[config.mk]
export PLATFORM = sky130hd
export DESIGN_NAME = pbe_ram
export DESIGN_NICKNAME = d
export VERILOG_FILES = /design/src/pbe_ram.sv
export SDC_FILE = /design/constraint.sdc
export NUM_CORES = 1
export LEC_CHECK = 0
export ABC_CLOCK_PERIOD_IN_PS = 4300
export BUFFER_PORTS_ARGS = -buffer_cell sky130_fd_sc_hd__buf_2
export CORE_ASPECT_RATIO = 1.5
export CORE_UTILIZATION = 64
export CTS_CLUSTER_DIAMETER = 80
export DETAILED_ROUTE_END_ITERATION = 7
export PLACE_DENSITY = 0.81
export SLEW_MARGIN = 20
export SYNTH_ARGS = -nofsm -noshare
export SYNTH_HDL_FRONTEND = slang
export SYNTH_SLANG_ARGS = --single-unit
[constraint.sdc]
create_clock -name i_clk -period 4.3 [get_ports i_clk]
set_clock_uncertainty 0.1 [all_clocks]
set_input_delay 0 -clock i_clk [delete_from_list [all_inputs] [get_ports i_clk]]
set_output_delay 0 -clock i_clk [all_outputs]
set_load 0.005 [all_outputs]
[src/pbe_ram.sv]
// Generic single-port-write, single-port-read RAM with registered read.
// Depends on nothing.
module pbe_ram #(
    parameter int WIDTH = 8,
    parameter int DEPTH = 16,
    localparam int AW = (DEPTH > 1) ? $clog2(DEPTH) : 1
) (
    input  logic             i_clk,
    input  logic             i_we,
    input  logic [AW-1:0]    i_waddr,
    input  logic [WIDTH-1:0] i_wdata,
    input  logic             i_re,
    input  logic [AW-1:0]    i_raddr,
    output logic [WIDTH-1:0] o_rdata
);

    logic [WIDTH-1:0] r_mem [DEPTH];
    logic [WIDTH-1:0] r_rdata;

    always_ff @(posedge i_clk) begin
        if (i_we) begin
            r_mem[i_waddr] <= i_wdata;
        end
        if (i_re) begin
            r_rdata <= r_mem[i_raddr];
        end
    end

    assign o_rdata = r_rdata;

endmodule

== Word-level counts from Yosys, hierarchy flattened ==
Memory sizes are Yosys's and may differ from the RTL's. A register that Yosys moved wholly into a read port is not among the register bits.
Index checks and enable logic that the tools add are counted.
W data, S select, Z words.

* Register bits after elaboration: 0
* RAM bits: 128
* Input bits: 19
* Output and inout bits: 8
* Word-level logic and storage cells: 3
* Memories: 1

* Multiplexer cells: 2

{| class="wikitable"
|+ Memories
! name !! depth !! bits a word !! read ports !! clocked after memory_dff !! wr ports !! line !! source
|-
| r_mem || 16 || 8 || 1 || 1 || 1 || 17 || <nowiki>logic [WIDTH-1:0] r_mem [DEPTH];</nowiki>
|}

{| class="wikitable"
|+ Operator list
! operator !! number
|-
| $mux W1 || 2
|}

== Longest topological paths before layout ==
* Word-level depth: 2
* Mapped depth: 5
* Mapped depth without buffers: 3

== Least setup slack after synthesis ==
No wires, ideal clock.

* Kind: input -> register
* From: input i_waddr[2]
* To: memory r_mem[0][0], enable pin
* Setup time: 0.383 ns
* Arrival time: 1.110 ns
* Data required time: 3.817 ns
* Path slack: 2.707 ns
* Stages on the path: 2
* Buffers on the path: 0
* Path through: or3b_2 -> nor3_1

{| class="wikitable"
|+ RTL lines
! element !! line !! source
|-
| start, declared || 10 || <nowiki>input logic [AW-1:0] i_waddr,</nowiki>
|-
| end, declared || 17 ||
|}

Straight into the memory's write port.

== Worst setup path in the final report ==
* From: input i_waddr[0]
* To: memory r_mem[0][2], enable pin

Straight into the memory's write port.

==> metrics.txt <==
# TYPE chip_impl_metric gauge
chip_impl_info{name="rsz0062_at_grt",value="no"} 1
chip_impl_info{name="post_synth_main_area_contributors",value="edfxtp_1, mux4_2, mux4_1"} 1
chip_impl_metric{name="r2r_cell_count",unit=""} 3
chip_impl_metric{name="number_of_clock_buffers_inserted_by_tritoncts",unit=""} 17
chip_impl_info{name="worstSetupStartpointType",value="primary input"} 1
chip_impl_metric{name="global_route.usage.total",unit="%"} 26.5
chip_impl_metric{name="leakage",unit="nW"} 2.01
chip_impl_metric{name="final-hold-violation-count",unit=""} 0
chip_impl_info{name="cts_tree",value="done"} 1
chip_impl_metric{name="area.growth.synth_to_final",unit="%"} 15.5
chip_impl_metric{name="fill_cells",unit=""} 415
chip_impl_metric{name="seq_area_frac_synth",unit="%"} 78.1
chip_impl_metric{name="holdWs",unit="ps"} 34.3
chip_impl_metric{name="worstSkewPairLatency",unit="ps"} 410
chip_impl_metric{name="min_period",unit="ps"} 1810
chip_impl_metric{name="ys_seq_elements",unit=""} 136
chip_impl_metric{name="finish.utilization",unit="%"} 75.8
chip_impl_metric{name="final.setup.tns",unit="ps"} 0
chip_impl_metric{name="vias",unit=""} 2465
chip_impl_metric{name="syn-mean-instance-area",unit="um2"} 22.8
chip_impl_metric{name="cts_buffer_depth",unit=""} 2
chip_impl_info{name="hold_path_class",value="primary input to register"} 1
chip_impl_metric{name="wl_per_cell",unit="um"} 24.8
chip_impl_metric{name="die-area",unit="um2"} 8540
chip_impl_metric{name="avgViaCountPerCell",unit=""} 6.30
chip_impl_metric{name="synth_warnings",unit=""} 0
chip_impl_metric{name="synth_fp_nets",unit=""} 248
chip_impl_metric{name="worst_ir_drop_vdd",unit="mV"} 0.468
chip_impl_metric{name="setup_violations",unit=""} 0
chip_impl_info{name="yosysTopAreaCell",value="edfxtp_1"} 1
chip_impl_metric{name="ff_latch_area",unit="um2"} 4080
chip_impl_metric{name="antenna_violating_nets_post_route",unit=""} 0
chip_impl_metric{name="route.detailed.drc",unit=""} 0
chip_impl_metric{name="grt_start_max_net_pins",unit=""} 33
chip_impl_metric{name="synth_cell_types",unit=""} 18
chip_impl_metric{name="period_share",unit="%"} 42.0
chip_impl_metric{name="postSynthCellCount",unit=""} 229
chip_impl_info{name="most_frequent_cells_in_the_layout",value="edfxtp_1, buf_2, mux4_2, clkbuf_16, a22oi_1"} 1
chip_impl_metric{name="power_per_cell_area",unit="nW/um2"} 476
chip_impl_metric{name="start_util",unit="%"} 65.7
chip_impl_metric{name="cts_sinks",unit=""} 136
chip_impl_metric{name="post-cts-setup-buffers",unit=""} 0
chip_impl_metric{name="clk_pin_slew_worst_paths",unit="ps"} 50
chip_impl_metric{name="core",unit="um2"} 7960
chip_impl_info{name="critical_path.endpoint_type",value="register"} 1
chip_impl_metric{name="setup_slack",unit="ps"} 2490
chip_impl_info{name="root_buffer",value="clkbuf_16"} 1
chip_impl_metric{name="max_cap_viols",unit=""} 0
chip_impl_metric{name="die_h",unit="um"} 113
chip_impl_metric{name="min_path_cells",unit=""} 2
chip_impl_metric{name="totalWireLength",unit="um"} 9700
chip_impl_metric{name="pre_cts_slack",unit="ps"} 2100
chip_impl_metric{name="worst_pin_slew",unit="ps"} 1030
chip_impl_metric{name="cts_repair_resize_count",unit=""} 0
chip_impl_metric{name="synth.top_cell.area_share",unit="%"} 78.1
chip_impl_metric{name="gp_congestion",unit=""} 0.707
chip_impl_metric{name="cts-htree-levels",unit=""} 4
chip_impl_info{name="status",value="complete, no violations"} 1
chip_impl_metric{name="max_clock_freq",unit="MHz"} 553
chip_impl_metric{name="detailedPlacementHpwl",unit="um"} 5830
chip_impl_metric{name="num_antenna_cells",unit=""} 0
chip_impl_metric{name="drtIter0Drc",unit=""} 173
chip_impl_metric{name="cp.arrival",unit="ps"} 1760
chip_impl_metric{name="grt_ovf",unit=""} 0
chip_impl_metric{name="slew_headroom",unit="%"} 31.3
chip_impl_metric{name="netlist_area",unit="um2"} 5230
chip_impl_metric{name="cp_max_fo",unit=""} 8
chip_impl_info{name="mostFrequentLayoutCell",value="edfxtp_1"} 1
chip_impl_metric{name="total_area_of_multi_input_combinational_cells",unit="um2"} 1070
chip_impl_metric{name="grt_antenna_before_repair",unit=""} 0
chip_impl_metric{name="floorplan.rows",unit=""} 40
chip_impl_metric{name="global_route_wire_length_before_repair",unit="um"} 14700
chip_impl_metric{name="via_count_of_the_first_global_routing_pass",unit=""} 2640
chip_impl_metric{name="cp_data_required_time",unit="ps"} 4250
chip_impl_metric{name="fp.dieW",unit="um"} 75.8
chip_impl_metric{name="placement.io_buffers",unit=""} 26
chip_impl_metric{name="pin_count",unit=""} 27
chip_impl_metric{name="final_layout_size_suffix_gt1_share",unit="%"} 24.5
chip_impl_info{name="critPathKind",value="primary input to register"} 1
chip_impl_metric{name="drt_pass1_iterations",unit=""} 4
chip_impl_metric{name="final_max_slew_viol_count",unit=""} 0
chip_impl_metric{name="finish.net_count",unit=""} 295
-- per-layer routing --
| layer | global-route usage, % | part of all wire (%) |
|---|---|---|
| met1 | 34.1 | 38 |
| met2 | 40.6 | 54 |
| met3 | 8.46 | 5.4 |
| met4 | 13.1 | 2.3 |
| met5 | 0 | 0 |
-- stage by stage --
step,total power (W),cell area (um2),std cells
5_1_grt,0.00294,6040,391
2_1_floorplan,0.00160,5230,229
6_report,0.00287,6040,391
3_5_place_dp,0.00166,5430,351
3_3_place_gp,0.00165,5420,351
4_1_cts,0.00289,6040,391
-- path summary, 6_finish.rpt --
kind | slack, ps | endpoint | start
worst min register to register | 640 | o_rdata[2] | r_mem[14][2]
worst min-delay path | 30 | r_mem[8][0] | i_waddr[1]
worst max register to register | 2700 | o_rdata[1] | r_mem[1][1]
worst max-delay path | 2490 | r_mem[0][2] | i_waddr[0]
-- registers in the layout, summed over array words and instances, names as in the netlist --
register,flops
o_rdata,8
r_mem,128
-- layout make-up --
type	count	area share, %
clock buffer	22	7.36
clock inverter	7	0.933
multi-input combinational	83	17.8
sequential	136	67.7
tap	105	2.18
timing repair buffer	38	4.10
-- cells in the mapped netlist, drive strengths merged --
cell type and count:
edfxtp 136, mux4 32, a22oi 16, nor2 13
nand2 9, buf 7, nor3 4, clkdlybuf4s25 3
nand2b 2, nand3b 2, and2 1, and2b 1
nand3 1, nor2b 1, or3b 1
-- critical path: stages --
cell,delay (ps)
dlygate4sd3_1,540
buf_2,180
nor3_2,180
dlygate4sd3_1,860
-- repair_timing --
| action | CTS | global route |
|---|---|---|
| setup endpoints to repair | 0 | 0 |
| endpoints found under the hold margin | 144 | 0 |
| hold buffers | 11 | 0 |
-- cells by family after synthesis --
group                  count (synthesis)  share of synthesized area (%)
AO/OA/AOI/OAI                         16                           2.30
buffers and inverters                 10                           1.65
flip-flops                           136                           78.1
multiplexers                          32                           14.8
AND/OR/NAND/NOR                       35                           3.14
-- where the power goes --
part | leakage (nW) | internal [W] | switching [W]
registers | 1.24 | 0.00150 | 0.00000840
logic | 0.530 | 0.0000577 | 0.0000756
clock network | 0.246 | 0.000772 | 0.000460
total | 2.01 | 0.00233 | 0.000544
Power figures use the tool's default switching activity.
